[src/mono_framebuffer_draw_engine_assert.svh]
// ----------------------------------------------------------------------------
// Assertion macros for the monochrome framebuffer draw engine
// Concurrent checks clocked on clk and disabled while rst_n is low.
// ----------------------------------------------------------------------------
`ifndef MONO_FRAMEBUFFER_DRAW_ENGINE_ASSERT_SVH
`define MONO_FRAMEBUFFER_DRAW_ENGINE_ASSERT_SVH
`ifndef SYNTHESIS
`define MFB_ASSERT_NOW(lbl, ante, cons) \
  lbl: assert property (@(posedge clk) disable iff (!rst_n) (ante) |-> (cons)) \
    else $error("mfb assertion failed");
`define MFB_ASSERT_NEXT(lbl, ante, cons) \
  lbl: assert property (@(posedge clk) disable iff (!rst_n) (ante) |=> (cons)) \
    else $error("mfb assertion failed");
`else
`define MFB_ASSERT_NOW(lbl, ante, cons)
`define MFB_ASSERT_NEXT(lbl, ante, cons)
`endif
`endif

[src/mfb_pkg.sv]
// ----------------------------------------------------------------------------
// mfb_pkg
// Shared types and constants of the monochrome framebuffer draw engine.
// ----------------------------------------------------------------------------
package mfb_pkg;

  localparam int FIELD_W = 12;
  localparam int GEOM_W  = 14;
  localparam int COORD_W = 11;

  typedef enum logic [2:0] {
    CMD_CLEAR     = 3'd0,
    CMD_FILL      = 3'd1,
    CMD_READ_CUR  = 3'd2,
    CMD_READ_PREV = 3'd3,
    CMD_PLAN      = 3'd4,
    CMD_COMMIT    = 3'd5
  } cmd_t;

  typedef enum logic [3:0] {
    ST_INIT,
    ST_IDLE,
    ST_DECODE,
    ST_CLEAR,
    ST_FILL_SETUP,
    ST_FILL_ROW,
    ST_FILL_RD,
    ST_FILL_WR,
    ST_READ_WAIT,
    ST_COPY,
    ST_COPY_END,
    ST_RESULT
  } state_t;

  typedef struct packed {
    logic        valid;
    logic [9:0]  x;
    logic [9:0]  y;
    logic [10:0] w;
    logic [10:0] h;
  } win_t;

  typedef struct packed {
    logic               empty;
    logic [COORD_W-1:0] x0;
    logic [COORD_W-1:0] x1;
    logic [COORD_W-1:0] y0;
    logic [COORD_W-1:0] y1;
  } rect_t;

  typedef struct packed {
    logic [7:0] read_byte;
    logic       addr_error;
    win_t       win;
  } res_t;

endpackage

[src/mfb_geom.sv]
// ----------------------------------------------------------------------------
// mfb_geom
// Clips a signed rectangle to the screen for filling and plans the
// byte-aligned partial refresh window from the same coordinates.
// ----------------------------------------------------------------------------
module mfb_geom #(
  parameter int SCREEN_WIDTH  = 400,
  parameter int SCREEN_HEIGHT = 300
) (
  input  logic signed [mfb_pkg::FIELD_W-1:0] pos_x,
  input  logic signed [mfb_pkg::FIELD_W-1:0] pos_y,
  input  logic signed [mfb_pkg::FIELD_W-1:0] size_w,
  input  logic signed [mfb_pkg::FIELD_W-1:0] size_h,
  output mfb_pkg::win_t                      win,
  output mfb_pkg::rect_t                     rect
);

  localparam logic signed [mfb_pkg::GEOM_W-1:0] W_S = mfb_pkg::GEOM_W'(SCREEN_WIDTH);
  localparam logic signed [mfb_pkg::GEOM_W-1:0] H_S = mfb_pkg::GEOM_W'(SCREEN_HEIGHT);

  logic signed [mfb_pkg::GEOM_W-1:0] xe, ye, we, he;
  logic signed [mfb_pkg::GEOM_W-1:0] xc, yc, xend, yend, x1, y1, wc, hc;
  logic                              pos_size, win_ok;

  always_comb begin
    xe = {{2{pos_x[11]}}, pos_x};
    ye = {{2{pos_y[11]}}, pos_y};
    we = {{2{size_w[11]}}, size_w};
    he = {{2{size_h[11]}}, size_h};
    xc = xe[mfb_pkg::GEOM_W-1] ? '0 : xe;
    yc = ye[mfb_pkg::GEOM_W-1] ? '0 : ye;
    pos_size = (we > 14'sd0) && (he > 14'sd0);

    xend = xe + we;
    yend = ye + he;
    x1 = (xend > W_S) ? W_S : xend;
    y1 = (yend > H_S) ? H_S : yend;
    rect.empty = !pos_size || (xc >= x1) || (yc >= y1);
    rect.x0 = xc[mfb_pkg::COORD_W-1:0];
    rect.x1 = x1[mfb_pkg::COORD_W-1:0];
    rect.y0 = yc[mfb_pkg::COORD_W-1:0];
    rect.y1 = y1[mfb_pkg::COORD_W-1:0];

    wc = ((xc + we) > W_S) ? (W_S - xc) : we;
    hc = ((yc + he) > H_S) ? (H_S - yc) : he;
    win_ok = pos_size && (wc >= 14'sd8) && (hc >= 14'sd1);
    win.valid = win_ok;
    win.x = win_ok ? {xc[9:3], 3'b000} : '0;
    win.y = win_ok ? yc[9:0] : '0;
    win.w = win_ok ? {wc[10:3], 3'b000} : '0;
    win.h = win_ok ? hc[10:0] : '0;
  end

endmodule

[config.mk]
export PLATFORM = sky130hd
export DESIGN_NAME = mfb_geom
export DESIGN_NICKNAME = d
export VERILOG_FILES = /design/src/mono_framebuffer_draw_engine_assert.svh /design/src/mfb_pkg.sv /design/src/mfb_geom.sv
export SDC_FILE = /design/constraint.sdc
export NUM_CORES = 1
export LEC_CHECK = 0
export BUFFER_PORTS_ARGS = -buffer_cell sky130_fd_sc_hd__buf_2
export CELL_PAD_IN_SITES_DETAIL_PLACEMENT = 0
export CELL_PAD_IN_SITES_GLOBAL_PLACEMENT = 1
export CORE_MARGIN = 5
export CORE_UTILIZATION = 41
export DETAILED_ROUTE_END_ITERATION = 6
export PLACE_DENSITY = 0.87
export SLEW_MARGIN = 10
export SYNTH_ARGS = -nofsm -noshare
export SYNTH_HDL_FRONTEND = slang
export SYNTH_SLANG_ARGS = --single-unit
[constraint.sdc]
create_clock -name vclk -period 11.49
set_input_delay 1.149 -clock vclk [all_inputs]
set_output_delay 1.149 -clock vclk [all_outputs]
set_load 0.02 [all_outputs]
==> out/results.txt, run 1 <==
Post-CTS Hold Buffers - 0
Hold Path Depth - 4
# setup viols final - 0
Vias per cell - 5.87
Logic gate share of total power - 1.000
Initial Utilization - 0.413
Row Count - 38
N_diodes - 0
Switching share of total power - 0.622
Critical Path End Type - output port
WS Path Type - in -> out
Fraction of the yosys area taken by sequential cells - 0
Routability-driven placement congestion ratio - 0.981
P_leak - 0.00243 µW
Drt first pass iters - 5
Initial antenna violation count - 0
Cell variety after synth - 75
Core area - 10700 µm²
I/O Buffers - 130
Postcts setup bufs - 0
Avg Cell Area, Syn - 6.88 µm²
Worst Setup Start Kind - primary input
Worst EP arrival - 6100 ps
Worst ir drop on vdd - 0.0330 mV
Psw - 193 µW
Post-synthesis cell area - 4440 µm²
Yosys warnings - 0
Hold Path End - win[9]
P_int - 117 µW
Post-layout min period - 7250 ps
Final WS setup - 4240 ps
Area of the multi-input gates - 4050 µm²
Via count - 5196
Dpl ws - 4340 ps
Height of the die - 114 µm
Initial DRC count - 452
Hold wc startpoint - size_h[9]
Max Clk Rate - 138 MHz
Reg area - 0 µm²
Die ar. - 13000 µm²
RSZ-0062 raised after global routing - no
Final wirelength - 15400 µm
Post-route ant nets - 0
Slew Viols, Final - 0
Max Fanout on Critical Path - 9
GRT overflow - 0
Vias in the first global route - 4935
Run status - complete, no violations
Syn Inst Count - 646
WL/cell - 17.4 µm
Worst hold path class - in -> out
Fillers - 1127
Least-Margin Pin Slew - 860 ps
Synth top area share - 0.163
First-pass GRT wire length - 24600 µm
Dpl hpwl - 13000 µm
Area grow syn2layout - 14.3%
Hold Fails Final Rpt - 0
# DRC - 0
Min Hold Slack - 2720 ps
Tcrit/Tclk final - 0.631
Layout net count - 856
GRT Util Overall - 0.223
WP data required - 10340 ps
Leading area contributor after synthesis - ha_1
Worst slew margin - 0.427
Sum Neg Setup Slack - 0 ps
Clock Buffer Count - 0
Sequential cell count - 0
Post-layout util - 0.473
MaxCap Viol Count - 0
Flop pwr share - 0
Ranking of synthesized cells by area - ha_1 (16%), xnor2_1 (6.5%), a21oi_1 (5.4%)
Clock power frac - 0
Cell Pwr Density - 61.1 nW/µm²
Pin count of the biggest net entering global routing - 33
Chip Width - 114 µm
CTS resizes - 0
Layout cells sized above 1 - 0.226
Boundary Pins - 136
-- power groups by stage --
stage                     Sequential (µW)  Clock (µW)  Combinational, µW
after floorplan                         0           0                228
after global routing                    0           0                342
after global placement                  0           0                302
after CTS                               0           0                308
after detailed placement                0           0                307
final                                   0           0                310
-- layer usage --
| metal | vias up | share of wire | wire, µm | global-route usage |
|---|---|---|---|---|
| met1 | 2420 | 0.42 | 6480 | 0.269 |
| met3 | 34 | 0.053 | 822 | 0.0143 |
| met2 | 192 | 0.50 | 7690 | 0.424 |
| li1 | 2550 | - | - | - |
| met4 | 0 | 0.028 | 438 | 0.0610 |
| met5 | - | 0 | 0 | 0 |
-- critical path, cell delays in order --
cell and delay (ps):
buf_2 120, ha_1 200, inv_1 60, fa_1 400, nor2b_1 170, o31a_1 180, o31ai_1 110, a21oi_1 260
a21oi_1 110, nor2b_1 120, o21ai_0 90, a31oi_1 650, nand2_1 300, and2_1 270, ha_1 260, nand2b_1 90
a211o_1 120, o2111ai_1 110, a21oi_1 270, nand2_1 100, a211oi_1 230, o21ai_0 100, o21ai_0 170, o211ai_1 150
nand4_1 120, buf_2 180
-- layout by cell type (no fill, tap or decap), types with 4 or more instances in the layout --
cell	netlist	layout
nand2b_1	13	13
o31ai_1	6	6
a2111oi_0	4	4
a311oi_1	4	4
nand2_1	41	41
o21a_1	12	12
ha_1	58	58
nor2_1	54	54
xor2_1	18	18
mux2i_1	6	6
conb_1	1	6
buf_2	13	130
nor2b_1	27	27
or2_2	6	6
o22ai_1	4	4
nand3b_1	5	5
xnor2_1	33	33
nand3_1	11	11
a21o_1	12	12
o21ai_0	27	27
a211oi_1	10	10
a31oi_1	9	9
a21oi_1	48	48
nand4_1	4	4
a22oi_1	5	5
nor3_1	17	17
nor3b_2	9	9
nor3_2	5	5
a211o_1	4	4
o211ai_1	14	14
and2_1	8	8
inv_1	51	51
and3_1	5	5
nor4_1	8	8
or3_1	10	10
-- area by class of cell --
class	instances	share of cell area
multi-input combinational	563	0.798
inverter	51	0.0377
timing repair buffer	131	0.130
tap	140	0.0345
-- Yosys cell counts, types with 8 or more instances --
library cell and number:
nor4_1 8, xnor2_1 33, buf_4 8, buf_2 13
xor2_1 18, nor3_1 17, or3_1 10, a211oi_1 10
nor2b_1 27, nand2b_1 13, o211ai_1 14, nor2_1 54
a31oi_1 9, o21a_1 12, inv_1 51, nor3b_2 9
a21oi_1 48, and2_1 8, clkbuf_1 9, nand2_1 41
ha_1 58, a21o_1 12, nand3_1 11, o21ai_0 27
-- through the flow --
stage / cell area (µm²) / std cells / total power (µW)
global route: 5080 / 885 / 342
detailed placement: 5080 / 885 / 307
finish: 5080 / 885 / 310
global placement: 5080 / 885 / 302
floorplan: 4460 / 651 / 228
CTS: 5080 / 885 / 308
-- kinds of logic after synthesis --
logic type | synth area share
multiplexers | 0.0135
buffers and inverters | 0.0921
adder cells (fa/ha/maj) | 0.179
other | 0.000844
AO/OA/AOI/OAI | 0.317
AND/OR/NAND/NOR | 0.293
XOR/XNOR | 0.104
-- worst max-delay path by stage --
stage / start / end / slack, ps / cells after the start
after floorplan: pos_x[0] / rect[44] / 5240 / 24
after global placement: size_w[0] / rect[44] / 4600 / 26
after detailed placement: pos_x[0] / rect[44] / 4340 / 26
after CTS: pos_x[0] / rect[44] / 4330 / 26
after global routing: pos_x[0] / rect[44] / 3830 / 26
final: pos_x[0] / rect[44] / 4240 / 26
No activity file was read; power rests on OpenSTA's default activity.
==> run 2, diff against run 1 <==
CORE_UTILIZATION = 35   (was 41)
PLACE_DENSITY = 0.79   (was 0.87)
clock period = 6.6 ns   (was 11.49 ns; I/O delays follow)
==> run 2 against run 1 <==
  * Die area increased by 16%
  * Global-route usage decreased by 1.6 points
  * Highest routed layer unchanged
  * Sequential cell count unchanged
  * Worst setup slack got worse by 3300 ps
  * Utilization decreased by 6.2 points
  * First-iteration DRC count is 15% lower
  * Hold slack got worse by 1000 ps
  * Via count is 1.2% higher
  * Critical path depth down 1
  * Sequential share of layout area stayed put
  * Non-clock buffer count is 3 higher
  * Routed wire length up 6.1%
  * Critical endpoint unchanged
==> out/results.txt, run 2 (same netlist as run 1, synthesis figures left out) <==
Tcrit/Tclk final - 0.864
Initial antenna violation count - 0 (unchanged)
Initial DRC count - 385 (was 452)
Min Hold Slack - 1720 ps (was 2720 ps)
MaxCap Viol Count - 0 (unchanged)
WL/cell - 17.8 µm (was 17.4 µm)
Run status - complete, no violations (unchanged)
Post-CTS Hold Buffers - 0 (unchanged)
Worst EP arrival - 5040 ps (was 6100 ps)
# DRC - 0 (unchanged)
Design area - 5140 µm² (was 5080 µm²)
WP data required - 5940 ps (was 10340 ps)
Hold Path End - win[9] (unchanged)
Via count - 5260 (was 5196)
Chip Width - 123 µm (was 114 µm)
Area grow syn2layout - 15.7% (was 14.3%)
Post-layout min period - 5700 ps
Critical Path End Type - output port (unchanged)
First-pass GRT wire length - 25800 µm (was 24600 µm)
Dpl hpwl - 13600 µm (was 13000 µm)
Final wirelength - 16400 µm (was 15400 µm)
Slew Viols, Final - 0 (unchanged)
Worst hold path class - in -> out (unchanged)
GRT overflow - 0 (unchanged)
Area after DPL - 5140 µm² (was 5080 µm²)
GRT Util Overall - 0.207 (was 0.223)
RSZ-0062 raised after global routing - no (unchanged)
Hold wc startpoint - size_h[9] (unchanged)
Pin count of the biggest net entering global routing - 33 (unchanged)
Boundary Pins - 136 (unchanged)
Total Power - 550 µW (was 310 µW)
Routability-driven placement congestion ratio - 0.946 (was 0.981)
CTS resizes - 0 (unchanged)
N_diodes - 0 (unchanged)
Reg area - 0 µm² (unchanged)
Clock Buffer Count - 0 (unchanged)
Row Count - 41 (was 38)
Post-route ant nets - 0 (unchanged)
Die ar. - 15000 µm² (was 13000 µm²)
Sequential cell count - 0 (unchanged)
Worst ir drop on vdd - 0.0513 mV (was 0.0330 mV)
Vias in the first global route - 5004 (was 4935)
Postcts setup bufs - 0 (unchanged)
Worst Setup Start Kind - primary input (unchanged)
Layout cells sized above 1 - 0.229 (was 0.226)
I/O Buffers - 130 (unchanged)
Layout net count - 859 (was 856)
Most frequent cells in the layout - buf_2 (130), ha_1 (58), nor2_1 (54) (unchanged)
Sum Neg Setup Slack - 0 ps (unchanged)
Initial Utilization - 0.355 (was 0.413)
Max Clk Rate - 175 MHz
WS Path Type - in -> out (unchanged)
Core area - 12500 µm² (was 10700 µm²)
Worst slew margin - 0.496 (was 0.427)
Hold Fails Final Rpt - 0 (unchanged)
Most common cell after layout, fill and taps aside - buf_2 (unchanged)
Height of the die - 123 µm (was 114 µm)
Least-Margin Pin Slew - 754 ps (was 860 ps)
Cell Pwr Density - 107 nW/µm² (was 61.1 nW/µm²)
Hold Path Depth - 4 (unchanged)
P_leak - 0.00244 µW (was 0.00243 µW)
Max Fanout on Critical Path - 7 (was 9)
# setup viols final - 0 (unchanged)
Vias per cell - 5.72 (was 5.87)
Drt first pass iters - 5 (unchanged)
==> run 2: worst max-delay path by stage <==
stage | start | endpoint | slack (ps) | cells after the start
2_1_floorplan | pos_x[0] | rect[44] | 1330 | 24
3_3_place_gp | size_w[1] | rect[44] | 1010 | 23
3_5_place_dp | pos_x[0] | rect[44] | 900 | 25
4_1_cts | pos_x[0] | rect[44] | 900 | 25
5_1_grt | size_w[1] | rect[44] | 330 | 23
6_report | pos_x[0] | rect[44] | 900 | 25
==> run 2: worst max-delay path: stages <==
cell	delay [ps]
buf_2	120
ha_1	220
inv_1	80
fa_1	200
nor2b_1	70
o31a_1	270
o31ai_1	360
a21oi_1	200
xnor2_1	300
a311oi_1	140
nand2_1	210
nand2_1	160
and2_1	200
ha_1	260
nand2b_1	90
a211o_1	110
o2111ai_1	110
a21oi_1	230
nand2_1	90
a211oi_1	240
o21ai_0	100
o21ai_0	200
o211ai_1	140
nand4_1	110
buf_2	170
==> run 2: final cells by class <==
type,instances,area [µm²]
fillers,1387,7380
inverters,51,191
multi-input cells,563,4050
well taps,172,215
repair buffers,134,681
==> run 2: where the power goes <==
part / total [µW] / internal (µW) / switching, µW / leakage (µW)
logic: 550 / 207 / 344 / 0.00244
clock network: 0 / 0 / 0 / 0
registers: 0 / 0 / 0 / 0
==> run 2: layer usage <==
metal / GRT usage / routed length [µm] / up-vias
li1: - / - / 2554
met1: 0.308 / 8050 / 2526
met2: 0.338 / 7300 / 168
met3: 0.0152 / 911 / 12
met4: 0.0217 / 125 / 0
met5: 0 / 0 / -
==> run 2: per-stage QoR <==
stage / setup slack, ps / util / std cells
2_1_floorplan: 1330 / - / 651
3_3_place_gp: 1010 / 0.411 / 920
3_5_place_dp: 900 / 0.411 / 920
4_1_cts: 900 / 0.411 / 920
5_1_grt: 334 / 0.411 / 920
6_report: 898 / 0.411 / 920
==> run 3, diff against run 2 <==
clock period = 5.2 ns   (was 6.6 ns; I/O delays follow)
==> run 3 against run 2 <==
  * Sequential share of layout area is the same
  * Critical path depth grew 1
  * Routed wire length grew 5.9%
  * Cell count grew 3.5%
  * First-iteration DRC count shrank 0.52%
  * Total power grew 43%
  * Count of clock-buffer cells in the layout is the same
  * Non-clock buffer count grew 32
  * Critical endpoint unchanged
==> out/results.txt, run 3 (same netlist as run 1, synthesis figures left out) <==
Critical Path End Type - output port (unchanged)
Worst Setup Start Kind - primary input (unchanged)
Worst ir drop on vdd - 0.0846 mV (was 0.0513 mV)
Worst hold path class - in -> out (unchanged)
Fillers - 1360 (was 1387)
Height of the die - 123 µm (unchanged)
Hold Path Depth - 4 (unchanged)
Initial DRC count - 383 (was 385)
Design area - 5550 µm² (was 5140 µm²)
# setup viols final - 0 (unchanged)
Dpl hpwl - 14200 µm (was 13600 µm)
Vias per cell - 5.65 (was 5.72)
Boundary Pins - 136 (unchanged)
Logic gate share of total power - 1.000 (about the same)
Reg area - 0 µm² (unchanged)
Cell Pwr Density - 142 nW/µm² (was 107 nW/µm²)
GRT Util Overall - 0.214 (was 0.207)
Post-route ant nets - 0 (unchanged)
Layout cells sized above 1 - 0.296 (was 0.229)
P_leak - 0.00262 µW (was 0.00244 µW)
Clock Buffer Count - 0 (unchanged)
Layout net count - 891 (was 859)
Max Clk Rate - 198 MHz
Vias in the first global route - 5139 (was 5004)
Slew Viols, Final - 0 (unchanged)
Via count - 5378 (was 5260)
# DRC - 0 (unchanged)
Die ar. - 15000 µm² (unchanged)
Non-Filler Instances - 952 (was 920)
Core area - 12500 µm² (unchanged)
Post-layout min period - 5060 ps
RSZ-0062 raised after global routing - yes (was no)
Pin count of the biggest net entering global routing - 24 (was 33)
I/O Buffers - 130 (unchanged)
Least-Margin Pin Slew - 585 ps (was 754 ps)
Total Power - 788 µW (was 550 µW)
Area after DPL - 5330 µm² (was 5140 µm²)
Run status - complete, no violations (unchanged)
Psw - 473 µW (was 344 µW)
Tcrit/Tclk final - 0.973
Post-layout util - 0.444 (was 0.411)
P_int - 315 µW (was 207 µW)
Initial antenna violation count - 0 (unchanged)
Most frequent cells in the layout - buf_2 (129), ha_1 (56), nor2_1 (53) (was buf_2 (130), ha_1 (58), nor2_1 (54))
Initial Utilization - 0.355 (unchanged)
Post-CTS Hold Buffers - 0 (unchanged)
Flop pwr share - 0 (about the same)
Final wirelength - 17300 µm (was 16400 µm)
Chip Width - 123 µm (unchanged)
Most common cell after layout, fill and taps aside - buf_2 (unchanged)
Routability-driven placement congestion ratio - 0.960 (was 0.946)
N_diodes - 0 (unchanged)
Switching share of total power - 0.600 (was 0.624)
Row Count - 41 (unchanged)
Clock power frac - 0 (about the same)
WS Path Type - in -> out (unchanged)
WP data required - 4680 ps (was 5940 ps)
Placed insts - 945 (was 920)
Drt first pass iters - 5 (unchanged)
Worst EP arrival - 4540 ps (was 5040 ps)
Min Hold Slack - 1440 ps (was 1720 ps)
First-pass GRT wire length - 26600 µm (was 25800 µm)
MaxCap Viol Count - 0 (unchanged)
Hold Path End - win[7] (was win[9])
Worst slew margin - 0.609 (was 0.496)
Hold Fails Final Rpt - 0 (unchanged)
Area grow syn2layout - 25.0% (was 15.7%)
GRT overflow - 0 (unchanged)
Sequential cell count - 0 (unchanged)
Max Fanout on Critical Path - 3 (was 7)
WL/cell - 18.2 µm (was 17.8 µm)
Hold wc startpoint - size_h[7] (was size_h[9])
[run 3: worst max-delay path, cell delays in order]
cell and delay, ps:
buf_2 120, ha_4 150, inv_1 60, fa_2 380, nor2b_2 130, o31a_1 220, o31ai_4 120, a21oi_4 240
a21oi_2 80, nor2b_1 110, o21ai_1 100, a31oi_2 310, nand2_2 100, and2_4 170, ha_1 260, nand2b_1 150
a211o_1 310, o2111ai_2 90, a21oi_2 100, nor2_2 150, a211oi_2 50, o21ai_1 120, o21ai_1 90, o211ai_1 110
nand4_1 140, buf_6 160
[run 3: area by class of cell]
type,count,area [µm²],area share
Multi-Input combinational cell,563,4210,0.759
Timing Repair Buffer,166,931,0.168
Tap cell,172,215,0.0387
Inverter,51,195,0.0351
[run 3: power groups by stage]
stage          clock network, µW  registers [µW]  logic (µW)
5_1_grt                        0               0         862
3_3_place_gp                   0               0         713
6_report                       0               0         788
2_1_floorplan                  0               0         505
3_5_place_dp                   0               0         723
4_1_cts                        0               0         729
[run 3: metrics by stage]
stage	TNS, ps	worst slack (ps)
final	0	139
after global routing	-182	-182
after CTS	0	4.99
after detailed placement	-49.5	-49.5
after global placement	0	133
after floorplan	0	212
[run 3: layer usage]
layer,share of wire,global-route usage
met4,0.013,0.0357
met2,0.45,0.342
met3,0.080,0.0313
met5,0,0
met1,0.46,0.309
[run 3: worst max path at each step]
stage | from | to | cells past startpoint
final | pos_x[0] | rect[44] | 26
after floorplan | pos_x[0] | rect[44] | 24
after detailed placement | size_w[0] | rect[44] | 26
after global routing | size_w[0] | rect[44] | 26
after global placement | pos_x[1] | rect[44] | 23
after CTS | pos_x[1] | rect[44] | 23
[run 3: timing repair]
action                                  4_1_cts  5_1_grt
pin swaps                                     0       20
setup buffers                                 0        7
endpoints found under the setup margin        1       19
gates resized for setup                       2       41
